$ cat src/rtl/bqsc_pkg.sv
// Shared types, constants and constant tables for the balanced base-5 summing converter.
// Used by every module under rtl; depends on nothing else.
package bqsc_pkg;

	localparam int VALUE_WIDTH = 64;
	localparam int MAX_DIGITS = 28;
	localparam int CODE_W = 3;
	localparam int IDX_W = $clog2(MAX_DIGITS);
	localparam int POW_BITS = (MAX_DIGITS * 7 + 2) / 3 + 1;
	localparam int ACC_W = (POW_BITS > VALUE_WIDTH + 2) ? POW_BITS : VALUE_WIDTH + 2;

	localparam logic [CODE_W-1:0] CODE_ZERO = 3'd2;
	localparam logic [CODE_W-1:0] CODE_MAX = 3'd4;

	typedef struct packed {
		logic [CODE_W-1:0] digit_code;
		logic              last_of_number;
		logic              last_of_list;
	} in_req_t;

	typedef struct packed {
		logic [CODE_W-1:0] out_digit_code;
		logic              last_digit;
		logic              total_empty;
	} out_req_t;

	typedef enum logic [2:0] {
		ST_IDLE,
		ST_FOLD,
		ST_LOAD,
		ST_CONV,
		ST_ZERO
	} state_t;

	typedef struct packed {
		logic take;
		logic clear;
	} acc_ctl_t;

	typedef struct packed {
		logic load;
		logic next;
	} conv_ctl_t;

	typedef struct packed {
		logic              ready;
		logic [CODE_W-1:0] digit;
		logic              last;
	} conv_sts_t;

	typedef logic [ACC_W-1:0] pow_tab_t [MAX_DIGITS];

	function automatic pow_tab_t pow5_table();
		pow_tab_t         t;
		logic [ACC_W-1:0] p;
		p = ACC_W'(1);
		for (int i = 0; i < MAX_DIGITS; i++) begin
			t[i] = p;
			p = (p << 2) + p;
		end
		return t;
	endfunction

	// Adding a digit 2 at every position maps balanced digits onto plain base-5 digits.
	function automatic logic [ACC_W-1:0] offset_value();
		logic [ACC_W-1:0] p;
		logic [ACC_W-1:0] s;
		p = ACC_W'(1);
		s = '0;
		for (int i = 0; i < MAX_DIGITS; i++) begin
			s = s + (p << 1);
			p = (p << 2) + p;
		end
		return s;
	endfunction

	localparam pow_tab_t POW5 = pow5_table();
	localparam logic [ACC_W-1:0] OFFSET = offset_value();

endpackage

$ cat src/rtl/bqsc_accum.sv
// Digit accumulator: running number and running total, both wrapping at the value width.
// Depends on bqsc_pkg.
module bqsc_accum (
	input  logic                           clk,
	input  logic                           arst_n,
	input  bqsc_pkg::acc_ctl_t             ctl,
	input  bqsc_pkg::in_req_t              req,
	output logic [bqsc_pkg::VALUE_WIDTH-1:0] total
);

	logic [bqsc_pkg::VALUE_WIDTH-1:0] cur_q;
	logic [bqsc_pkg::VALUE_WIDTH-1:0] pend_q;
	logic                             pend_v_q;
	logic [bqsc_pkg::VALUE_WIDTH-1:0] total_q;
	logic [bqsc_pkg::CODE_W-1:0]      dval;
	logic [bqsc_pkg::VALUE_WIDTH-1:0] cur_next;
	logic                             num_end;

	always_comb begin
		dval = (req.digit_code > bqsc_pkg::CODE_MAX) ? '0 : req.digit_code - bqsc_pkg::CODE_ZERO;
		cur_next = (cur_q << 2) + cur_q
			+ {{(bqsc_pkg::VALUE_WIDTH - bqsc_pkg::CODE_W){dval[bqsc_pkg::CODE_W-1]}}, dval};
		num_end = req.last_of_number | req.last_of_list;
	end

	always_ff @(posedge clk or negedge arst_n) begin
		if (!arst_n) begin
			cur_q <= '0;
			pend_v_q <= 1'b0;
			total_q <= '0;
		end else begin
			if (ctl.clear) begin
				total_q <= '0;
			end else if (pend_v_q) begin
				total_q <= total_q + pend_q;
			end
			pend_v_q <= ctl.take & num_end;
			if (ctl.take) begin
				cur_q <= num_end ? '0 : cur_next;
			end
		end
	end

	always_ff @(posedge clk) begin
		if (ctl.take && num_end) begin
			pend_q <= cur_next;
		end
	end

	assign total = total_q;

endmodule

$ cat src/rtl/bqsc_conv.sv
// Digit extractor: one shared compare-and-subtract unit walks the powers of five downward.
// Depends on bqsc_pkg for the power table and the offset constant.
module bqsc_conv (
	input  logic                             clk,
	input  logic                             arst_n,
	input  bqsc_pkg::conv_ctl_t              ctl,
	input  logic [bqsc_pkg::VALUE_WIDTH-1:0] total,
	output bqsc_pkg::conv_sts_t              sts
);

	logic [bqsc_pkg::ACC_W-1:0]  rem_q;
	logic [bqsc_pkg::CODE_W-1:0] dig_q;
	logic [bqsc_pkg::IDX_W-1:0]  k_q;
	logic [bqsc_pkg::ACC_W:0]    diff;
	logic [bqsc_pkg::ACC_W-1:0]  pw;
	logic                        ge;

	always_comb begin
		pw = bqsc_pkg::POW5[k_q];
		diff = {1'b0, rem_q} - {1'b0, pw};
		ge = ~diff[bqsc_pkg::ACC_W];
		sts.ready = ~ge;
		sts.digit = dig_q;
		sts.last = (k_q == '0);
	end

	always_ff @(posedge clk or negedge arst_n) begin
		if (!arst_n) begin
			k_q <= '0;
			dig_q <= '0;
		end else if (ctl.load) begin
			k_q <= bqsc_pkg::IDX_W'(bqsc_pkg::MAX_DIGITS - 1);
			dig_q <= '0;
		end else if (ge) begin
			dig_q <= dig_q + 1'b1;
		end else if (ctl.next) begin
			k_q <= k_q - 1'b1;
			dig_q <= '0;
		end
	end

	always_ff @(posedge clk) begin
		if (ctl.load) begin
			rem_q <= {{(bqsc_pkg::ACC_W - bqsc_pkg::VALUE_WIDTH){total[bqsc_pkg::VALUE_WIDTH-1]}},
				total} + bqsc_pkg::OFFSET;
		end else if (ge) begin
			rem_q <= diff[bqsc_pkg::ACC_W-1:0];
		end
	end

endmodule

$ cat src/rtl/balanced_quinary_sum_converter.sv
// Top level of the balanced base-5 summing converter: sequencer and output register.
// Depends on bqsc_pkg, bqsc_accum and bqsc_conv.
// Digits are taken one per cycle while idle; a list-ending digit starts the conversion.
// The conversion first settles the total in the fold and load states, then compare-subtract
// steps find each of the 28 digit positions in turn; output stalls can hold it up.
// Reset clears the number, the total, the sequencer and the output valid.
module balanced_quinary_sum_converter (
	input  logic               clk,
	input  logic               arst_n,
	input  logic               digit_valid,
	output logic               digit_stall,
	input  bqsc_pkg::in_req_t  digit_req,
	output logic               sum_valid,
	input  logic               sum_stall,
	output bqsc_pkg::out_req_t sum_req
);

	bqsc_pkg::state_t                 state_q;
	bqsc_pkg::state_t                 state_next;
	bqsc_pkg::acc_ctl_t               acc_ctl;
	bqsc_pkg::conv_ctl_t              conv_ctl;
	bqsc_pkg::conv_sts_t              conv_sts;
	logic [bqsc_pkg::VALUE_WIDTH-1:0] total;
	logic                             started_q;
	logic                             started_next;
	logic                             out_valid_q;
	bqsc_pkg::out_req_t               out_q;
	logic                             out_load;
	bqsc_pkg::out_req_t               out_next;
	logic                             slot_free;
	logic                             emit_want;

	bqsc_accum u_accum (
		.clk    (clk),
		.arst_n (arst_n),
		.ctl    (acc_ctl),
		.req    (digit_req),
		.total  (total)
	);

	bqsc_conv u_conv (
		.clk    (clk),
		.arst_n (arst_n),
		.ctl    (conv_ctl),
		.total  (total),
		.sts    (conv_sts)
	);

	assign slot_free = ~out_valid_q | ~sum_stall;
	assign digit_stall = (state_q != bqsc_pkg::ST_IDLE);

	always_comb begin
		state_next = state_q;
		started_next = started_q;
		acc_ctl = '0;
		conv_ctl = '0;
		out_load = 1'b0;
		out_next = '0;
		emit_want = conv_sts.ready
			& (started_q | (conv_sts.digit != bqsc_pkg::CODE_ZERO) | conv_sts.last);
		case (state_q)
			bqsc_pkg::ST_IDLE: begin
				acc_ctl.take = digit_valid;
				if (digit_valid && digit_req.last_of_list) begin
					state_next = bqsc_pkg::ST_FOLD;
				end
			end
			bqsc_pkg::ST_FOLD: begin
				state_next = bqsc_pkg::ST_LOAD;
			end
			bqsc_pkg::ST_LOAD: begin
				acc_ctl.clear = 1'b1;
				conv_ctl.load = 1'b1;
				started_next = 1'b0;
				state_next = (total == '0) ? bqsc_pkg::ST_ZERO : bqsc_pkg::ST_CONV;
			end
			bqsc_pkg::ST_CONV: begin
				if (conv_sts.ready && (!emit_want || slot_free)) begin
					conv_ctl.next = 1'b1;
					if (emit_want) begin
						out_load = 1'b1;
						started_next = 1'b1;
						out_next.out_digit_code = conv_sts.digit;
						out_next.last_digit = conv_sts.last;
					end
					if (conv_sts.last) begin
						state_next = bqsc_pkg::ST_IDLE;
					end
				end
			end
			bqsc_pkg::ST_ZERO: begin
				if (slot_free) begin
					out_load = 1'b1;
					out_next.out_digit_code = bqsc_pkg::CODE_ZERO;
					out_next.last_digit = 1'b1;
					out_next.total_empty = 1'b1;
					state_next = bqsc_pkg::ST_IDLE;
				end
			end
			default: begin
				state_next = bqsc_pkg::ST_IDLE;
			end
		endcase
	end

	always_ff @(posedge clk or negedge arst_n) begin
		if (!arst_n) begin
			state_q <= bqsc_pkg::ST_IDLE;
			started_q <= 1'b0;
			out_valid_q <= 1'b0;
		end else begin
			state_q <= state_next;
			started_q <= started_next;
			if (out_load) begin
				out_valid_q <= 1'b1;
			end else if (!sum_stall) begin
				out_valid_q <= 1'b0;
			end
		end
	end

	always_ff @(posedge clk) begin
		if (out_load) begin
			out_q <= out_next;
		end
	end

	assign sum_valid = out_valid_q;
	assign sum_req = out_q;

endmodule

$ cat config.mk
export PLATFORM = sky130hd
export DESIGN_NAME = balanced_quinary_sum_converter
export DESIGN_NICKNAME = d
export VERILOG_FILES = /design/src/rtl/bqsc_pkg.sv /design/src/rtl/bqsc_accum.sv /design/src/rtl/bqsc_conv.sv /design/src/rtl/balanced_quinary_sum_converter.sv
export SDC_FILE = /design/constraint.sdc
export NUM_CORES = 1
export LEC_CHECK = 0
export ABC_AREA = 1
export BUFFER_PORTS_ARGS = -buffer_cell sky130_fd_sc_hd__buf_4
export CORE_UTILIZATION = 35
export CTS_CLUSTER_DIAMETER = 30
export DETAILED_ROUTE_END_ITERATION = 6
export SYNTH_ARGS = -nofsm -noshare
export SYNTH_HDL_FRONTEND = slang
export SYNTH_SLANG_ARGS = --single-unit
$ cat constraint.sdc
create_clock -name clk -period 11.8 [get_ports clk]
set_clock_uncertainty 0.1 [all_clocks]
set_input_delay 2.36 -clock clk [delete_from_list [all_inputs] [get_ports clk]]
set_output_delay 2.36 -clock clk [all_outputs]
set_load 0.1 [all_outputs]
* Word-level counts from Yosys, hierarchy flattened *
Memories as Yosys holds them, arrays and structs flattened.
Index checks and enable logic that the tools add are counted.
W data, S select, Z words.

word-level totals
  word-level logic and storage cells = 99
  bits in read-only memories = 2144
  register bits = 278
  memories = 1
  output and inout port bits = 7

memories
  memory            words  width  rd ports  clocked after memory_dff  wr ports  line             RTL
  (name not given)  32     67     1         0                         0         bqsc_conv.sv:19  pw = bqsc_pkg::POW5[k_q];

cells by class
  order comparisons = 2
  reduce and logical (&&, ||, !) cells = 16
  equality and inequality tests = 13
  bitwise operators = 9
  add/sub/neg operators = 8
  multiplexer cells = 37

operators by type and width
  operator                  count
  $mux W67                  4
  $add A64 B64 Y64          3
  $mux W64                  3
  $sub A67 B67 Y68          1
  $add A64 B66 Y67 const B  1
  $logic_not A64 Y1         1
  $mux W3                   9
  $mux W5                   3
  $pmux W3 S5               1
  $mux W4                   3
  $ne A2 B2 Y1 const B      6
  $mux W1                   11
  $pmux W4 S2               1
  $reduce_bool A2 Y1        4
  $eq A3 B2 Y1 const B      2
  $ge A6 B6 Y1 const B      1
  $not A5 Y6                1
  $logic_not A5 Y1          1
  $sub A5 B1 Y5 const B     1
  $or A1 B1 Y1              4
  $pmux W1 S2               2
  $reduce_and A4 Y1         1
  $add A3 B1 Y3 const B     1
  $eq A3 B1 Y1 const B      1
  15 further kinds          19

* Depth between registers and ports, before layout *
Gate-level depths: netlist of the first run.

  depth after elaboration = 14
  gate-level depth with buffers = 24
  depth with buffers taken out = 23

* By module *
A second synthesis of the first run with hierarchy kept.

unflattened totals
  cells, all modules = 5677
  area total of the unflattened synthesis = 33352.0 um^2

modules (own cells, without submodules)
  module                          times used  sequential area each (um^2)  area each (um^2)  cells an instance
  bqsc_accum                      1           5149.9                       19528.7           3193
  bqsc_conv                       1           2212.1                       13072.5           2361
  balanced_quinary_sum_converter  1           275.3                        750.7             123

* Worst setup path before layout of the first run *
OpenSTA, ideal clock, no wires.

  path kind = input -> register
  from = input digit_req[4] (netlist bit)
  to = register u_accum.pend_q[33] (netlist bit) (data pin)
  library setup time = 0.255 ns
  buffers on the path = 0
  slack = 3.241 ns
  required time = 11.445 ns
  stages on the path = 15
  arrival time = 8.204 ns
  cells stage by stage = nor2_1 -> fa_1 -> fa_1 -> nand3_1 -> nand2_1 -> nand2_1 -> nand2_1 -> nand2_1 -> nand2_1 -> nand2_1 -> nand2_1 -> nand2_1 -> nand2_1 -> or2_1 -> and2_1

between the ends
  word-level cells in the longest chain between the ends = 3

RTL lines
  item                                           line                                  RTL
  start: declaration                             balanced_quinary_sum_converter.sv:12  input bqsc_pkg::in_req_t digit_req,
  $sub A3 B2 Y3 or $gt A3 B3 Y1 (tied branches)  bqsc_accum.sv:20                      dval = (req.digit_code > bqsc_pkg::CODE_MAX) ? '0 : req.digit_code - bqsc_pkg::CODE_ZERO;
  $mux W3 (*)                                    bqsc_accum.sv:20
  $add A64 B64 Y64 (*)                           bqsc_accum.sv:22                      + {{(bqsc_pkg::VALUE_WIDTH - bqsc_pkg::CODE_W){dval[bqsc_pkg::CODE_W-1]}}, dval};
  via u_accum.cur_next, one bit                  bqsc_accum.sv:16                      logic [bqsc_pkg::VALUE_WIDTH-1:0] cur_next;
  end signal: assignment                         bqsc_accum.sv:46                      pend_q <= cur_next;
  end: declaration                               bqsc_accum.sv:12                      logic [bqsc_pkg::VALUE_WIDTH-1:0] pend_q;

The timed path passes the listed nets; every way through them passes the cells marked *.
A chain may end at the register's enable or synchronous reset.

* Worst setup path in the final report of the first run *
  from = register u_conv.k_q[4] (netlist bit)
  to = register out_q, in the netlist sum_req[1] (enable)

between the ends
  word-level cells in the longest chain between the ends = 11

RTL lines
  item                                          line                                   RTL
  start: declaration                            bqsc_conv.sv:13                        logic [bqsc_pkg::IDX_W-1:0] k_q;
  start signal: assignment                      bqsc_conv.sv:32                        k_q <= bqsc_pkg::IDX_W'(bqsc_pkg::MAX_DIGITS - 1);
  start signal: assignment                      bqsc_conv.sv:37                        k_q <= k_q - 1'b1;
  $not A5 Y6 (not written as such)              bqsc_conv.sv:19
  $mem_v2 Z32 W67                               --
  $mux W67 (not written as such) (2 in series)  bqsc_conv.sv:19
  $sub A67 B67 Y68                              bqsc_conv.sv:20                        diff = {1'b0, rem_q} - {1'b0, pw};
  $and A1 B1 Y1                                 balanced_quinary_sum_converter.sv:60   & (started_q | (conv_sts.digit != bqsc_pkg::CODE_ZERO) | conv_sts.last);
  $logic_not A1 Y1                              balanced_quinary_sum_converter.sv:78   if (conv_sts.ready && (!emit_want || slot_free)) begin
  $logic_or A1 B1 Y1                            balanced_quinary_sum_converter.sv:78
  $logic_and A1 B1 Y1                           balanced_quinary_sum_converter.sv:78
  $mux W1 (*)                                   balanced_quinary_sum_converter.sv:78
  $pmux W1 S2 (*)                               balanced_quinary_sum_converter.sv:61   case (state_q)
  via out_load                                  balanced_quinary_sum_converter.sv:28   logic out_load;
  end signal: assignment                        balanced_quinary_sum_converter.sv:124  out_q <= out_next;
  end: declaration                              balanced_quinary_sum_converter.sv:27   bqsc_pkg::out_req_t out_q;

The timed path passes the listed nets; every way through them passes the cells marked *. The select of a mux whose other input is x is not followed.

==> flow_summary.toml, run 1 <==
[run_status]
status = "finished, violations left"
violations = "capacitance limit, slew limit"

[synth]
synth_cell_type_count = 58
yosys_most_used_dff = "dfrtp_1"
yosysTopAreaCell = "nand2_1"
synth.most_common_cell = "nand2_1"
synthesis.nets = 4986
synth-seq-area-share = 0.254
synth_area_leaders = "nand2_1, edfxtp_1, dfrtp_1"
async_flop_share = 0.511
synth-edff-count = 136
syn-instance-count = 4711
ys_ff_latch = 278
synth_common_cells = "nand2_1, inv_1, nor2_1"
syn_area_per_cell_sq_um = 6.38
yosys.area.top_type_share = 0.156
synth_area_sq_um = 30100
yosysWarnings = 0

[setup_path]
path_cells = "inv_1 -> nor2_1 -> inv_1 -> o311ai_0 -> ha_1 -> a21oi_1 -> o21ai_0 -> nand2_1 -> nand2_1 -> a21oi_1 -> nand2_2 -> nand2_2 -> nand4_2 -> inv_2 -> nand2_2 -> nand2_1"
crit_path_end_kind = "flip-flop"
reg2reg_slack_ps = 5470
cpMaxStageDelayCell = "dfrtp_1"
crit_path_start = "u_conv.k_q[4]"
required_ps = 12030
crit_family = "simple AND/OR/NAND/NOR gates"
cp.depth = 16
crit_buf_inv = 3
critical_path_arrival_ps = 6550
worstReg2RegEnd = "sum_req[1]"
rr_worst_depth = 16
cp_max_fo = 29
worstSetupPathType = "reg -> reg"
cp-endpoint = "sum_req[1]"
r2r_start = "u_conv.k_q[4]"
cp-start-kind = "flip-flop"
critPathMaxStageDelay_ps = 880

[flow_run]
maxCapViolCount = 1

[clock_network]
tritoncts = "done"
ctsResizeCount = 0
cts-buffers-inserted = 82
root_buffer = "clkbuf_16"
cts.path.max_buffers = 3
clock-sinks = 278
cts_setup_buffers = 0
cts_max_level = 3
path_clk_slew_ps = 40
clk_latency_ps = 650
cts-hold-fix-buffers = 0

[sta]
setup_viol = 0
finalMaxSlewViolations = 3
fin_hold_ws_ps = 412
period_share = 0.536
final_hold_viol_count = 0
tightest_slew_ps = 1540
fmax_ghz = 0.158
grt_setup_unrepaired = "no"
fin_tns_setup_ps = 0
slew_headroom = -0.0392
period_needed_ps = 6330

[floorplan]
die_area_sq_um = 87100
io_pins = 16
coreArea_sq_um = 85100
initial_core_util = 0.353
die_height_microns = 295
rows = 107
die_w_microns = 295

[drt]
wl_met1_mm = 51.3
wirelength_mm = 128
wl_met2_mm = 60.6
viasPerCell = 5.33
drtAntennaViolNets = 0
wl_per_cell_microns = 21.3
top_layer_used = "met4"
drt_iter0_markers = 2351
num_vias = 31800
drc = 0
dr_wl_met3_mm = 6.02
drt-pass1-iter-count = 6

[final_layout]
num_antenna_cells = 0
area_growth_pct = 13.8
fin_area_sq_um = 34200
fill_cells = 9294
fin_nets = 5040
drive_above_1_share = 0.0515

[global_route]
grt_pass1_wl_mm = 189
gr-usage-all-layers = 0.292
grt_pass1_vias = 31000
grt.overflow.total = 0
grt_max_degree = 73
antenna_found_initial = 0

[worst_hold_path]
hp-class = "reg -> reg"

[placement]
placed_area_sq_um = 31500
io_buffers = 15
dp_hpwl_mm = 105
place_congestion = 1.04
worst min path at each step:
stage	start	cells after the start	slack, ps	end
after floorplan	u_accum.cur_q[63]	2	370	u_accum.cur_q[63]
after global placement	u_accum.cur_q[63]	2	400	u_accum.cur_q[63]
after detailed placement	u_accum.cur_q[63]	2	400	u_accum.cur_q[63]
after CTS	u_accum.cur_q[63]	2	420	u_accum.cur_q[63]
after global routing	u_accum.cur_q[63]	2	440	u_accum.cur_q[63]
final	u_accum.cur_q[63]	2	410	u_accum.cur_q[63]
cell families (layout without fill, tap and decap cells):
family / after synthesis / in the layout / synth area share
simple gates: 2463 / 2463 / 0.346
compound gates: 913 / 913 / 0.164
buf+inv: 731 / 852 / 0.0920
flops: 278 / 278 / 0.254
fa+ha+maj: 266 / 266 / 0.126
xor+xnor: 60 / 60 / 0.0175
sequential cells by signal (all words and copies together), names as in the netlist:
| signal | cells |
|---|---|
| u_accum.cur_q | 64 |
| u_accum.total | 64 |
| u_conv.dig_q | 3 |
| sum_valid | 1 |
| sum_req | 5 |
| u_accum.pend_q | 64 |
| u_accum.pend_v_q | 1 |
| u_conv.k_q | 5 |
| u_conv.rem_q | 67 |
| started_q | 1 |
| state_q | 3 |
cells in the final DEF, fill, tap and decap left out, types with 13 or more instances in the layout:
cell type  synthesis  layout
nand2_1         1250    1250
nor3_1            40      40
fa_1              63      63
clkbuf_1          41      17
o21ai_1           17      17
o21ai_0          376     376
clkinv_1           3      13
nand4_1           56      56
edfxtp_1         136     136
o22ai_1           16      16
and2_1            36      36
nor2_2            18      19
nand3_1          337     337
a21oi_1          381     381
o21bai_1          30      30
clkbuf_16          0      83
ha_1             203     203
xor2_1            54      54
clkinv_2           0      14
o21a_1            15      15
nor2_1           612     609
nand3b_1          25      25
buf_4              0      27
dfrtp_1          142     142
nor4_1            27      27
inv_1            660     658
nand2_2           20      20
worst reg2reg max path, delay by kind of cell (launching register included):
kind                     cells  cell delay (ps)
AND/OR/NAND/NOR              8             1940
buffers and inverters        3             1420
AO/OA/AOI/OAI                4             1260
flip-flops                   1              880
adder cells (fa/ha/maj)      1              410
stage by stage:
| step | utilization | instances | worst slack (ps) |
|---|---|---|---|
| after floorplan | - | 4711 | 3240 |
| after global placement | 0.370 | 5825 | 4950 |
| after detailed placement | 0.370 | 5825 | 4980 |
| after CTS | 0.402 | 5976 | 5620 |
| after global routing | 0.402 | 5976 | 5250 |
| final | 0.402 | 5976 | 5470 |
routing by layer:
layer / vias up / global-route usage
met2: 1104 / 0.501
met4: 0 / 0.200
met5: - / 0
met1: 14700 / 0.342
met3: 337 / 0.0311
li1: 15700 / -
final cells by class:
type / instances / area, sq um / share of cell area
Clock buffer: 106 / 2220 / 0.0650
Inverter: 673 / 2530 / 0.0738
Clock inverter: 45 / 487 / 0.0142
Sequential cell: 278 / 7640 / 0.223
Timing Repair Buffer: 28 / 214 / 0.00625
Multi-Input combinational cell: 3702 / 19700 / 0.576
Tap cell: 1144 / 1430 / 0.0418
Power of run 1 is left out: the tool's default activity adds up to more than one toggle a clock period on the data nets, which glitch-free logic cannot reach.
==> run 2: changes to the inputs <==
clock period = 5.15 ns   (was 11.8 ns; I/O delays follow)
==> run 2 against run 1 <==
  * The flow finishes with violations (DRC)
  * Worst setup slack got worse by 5100 ps
  * Clock-buffer cell count decreased by 1
  * Die area unchanged
  * Routed wire length shrank 1.3%
  * Final cell count increased by 0.45%
  * Critical path depth grew 4
  * Hold slack got worse by 130 ps
  * First-iteration DRC count decreased by 2.4%
  * Final area is 1.1% higher
  * Maximum frequency is 34% higher
  * Register-to-register slack lost 5100 ps
  * Critical endpoint is now sum_req[2]
  * Largest cell class unchanged
  * Highest routed layer unchanged
==> flow_summary.toml, run 2 (synthesized netlist as in run 1, its figures left out) <==
[run_status]
status = "finished, violations left"
violations = "DRC"

[sta]
fin_tns_setup_ps = 0
grt_setup_unrepaired = "no"
finalMaxSlewViolations = 0
tightest_slew_ps = 862
final_hold_viol_count = 0
period_share = 0.918
fmax_ghz = 0.211
slew_headroom = 0.422
setup_viol = 0
period_needed_ps = 4730

[setup_path]
required_ps = 5360
cp_common_cell = "nand2_1"
path_cells = "inv_1 -> ha_1 -> inv_1 -> o21ai_0 -> buf_4 -> a21oi_1 -> a21oi_1 -> o21ai_0 -> ha_1 -> nand2_1 -> o21ai_0 -> nand2_1 -> nand2_1 -> a21oi_1 -> nand2_2 -> nand2_2 -> nand4_2 -> inv_2 -> nand2_2 -> nand2_1"
cp_max_fo = 13
critical_path_arrival_ps = 4940
cpMaxStageDelayCell = "dfrtp_1"
crit_buf_inv = 4
critPathMaxStageDelay_ps = 590
worstSetupPathType = "reg -> reg"
crit_family = "simple AND/OR/NAND/NOR gates"
crit_path_end_kind = "flip-flop"
cp-start-kind = "flip-flop"

[drt]
viasPerCell = 5.30
drt_iter0_markers = 2294
num_vias = 31800
wl_per_cell_microns = 21.0
wirelength_mm = 126
drt-pass1-iter-count = 7
drtAntennaViolNets = 0
drc = 1

[final_layout]
largest_reg_flops = 67
final_common_cell = "nand2_1"
top_register = "u_conv.rem_q"
mostFrequentLayoutCells = "nand2_1, inv_1, nor2_1"
area_growth_pct = 15.0
drive_above_1_share = 0.0589
fin_nets = 5063
fin_area_sq_um = 34600
post-route-util = 0.406
fill_cells = 9265
num_antenna_cells = 0
layout.cells.non_filler = 6003

[clock_network]
ctsResizeCount = 0
cts_setup_buffers = 0
clk_latency_ps = 650
cts.path.max_buffers = 3
tritoncts = "done"
clock-sinks = 278
cts-buffers-inserted = 83
cts-hold-fix-buffers = 0
root_buffer = "clkbuf_16"
cts_max_level = 3
path_clk_slew_ps = 40

[global_route]
grt_max_degree = 74
gr-usage-all-layers = 0.290
grt_pass1_vias = 31600
antenna_found_initial = 0
grt.overflow.total = 0
grt_pass1_wl_mm = 189

[placement]
dp_cells = 5847
io_buffers = 15
place_congestion = 1.04
dp_hpwl_mm = 104
placed_area_sq_um = 31700

[floorplan]
io_pins = 16
rows = 107
die_height_microns = 295
die_area_sq_um = 87100
die_w_microns = 295
coreArea_sq_um = 85100
initial_core_util = 0.353

[worst_hold_path]
hp-class = "in -> async"

[flow_run]
maxCapViolCount = 0
## run 2: per-stage QoR
stage / hold slack, ps / setup WS, ps
after detailed placement: 403 / 259
after global routing: 354 / 197
after floorplan: 369 / 398
after global placement: 404 / 272
after CTS: 316 / 541
final: 285 / 420
## run 2: layer usage
layer  part of all wire  wire, microns  vias up  global-route usage
li1                   -              -    15700                   -
met2               0.47          59300     1053               0.493
met1               0.40          50700    14700               0.342
met3              0.052           6510      372              0.0393
met4              0.075           9400        0               0.189
met5                  0              0        -                   0
## run 2: area by class of cell
class	instances	area, sq um	area share
multi-input combinational	3702	19700	0.570
sequential	278	7640	0.221
inverter	673	2530	0.0730
clock buffer	105	2290	0.0662
tap	1144	1430	0.0414
clock inverter	51	547	0.0158
timing repair buffer	50	454	0.0131
## run 2: path summary, 6_finish.rpt
| kind | start | to | slack [ps] | depth (start not counted) |
|---|---|---|---|---|
| max in group asynchronous | arst_n | u_accum.cur_q[60] | 3660 | 2 |
| worst min register to register | u_accum.cur_q[63] | u_accum.cur_q[63] | 410 | 2 |
| worst max register to register | u_conv.k_q[1] | sum_req[2] | 420 | 20 |
| worst min-delay path | arst_n | u_conv.k_q[3] | 290 | 1 |
| worst max-delay path | u_conv.k_q[1] | sum_req[2] | 420 | 20 |
| min in group clk | u_accum.cur_q[63] | u_accum.cur_q[63] | 410 | 2 |
Power of run 2 is left out for the same reason.
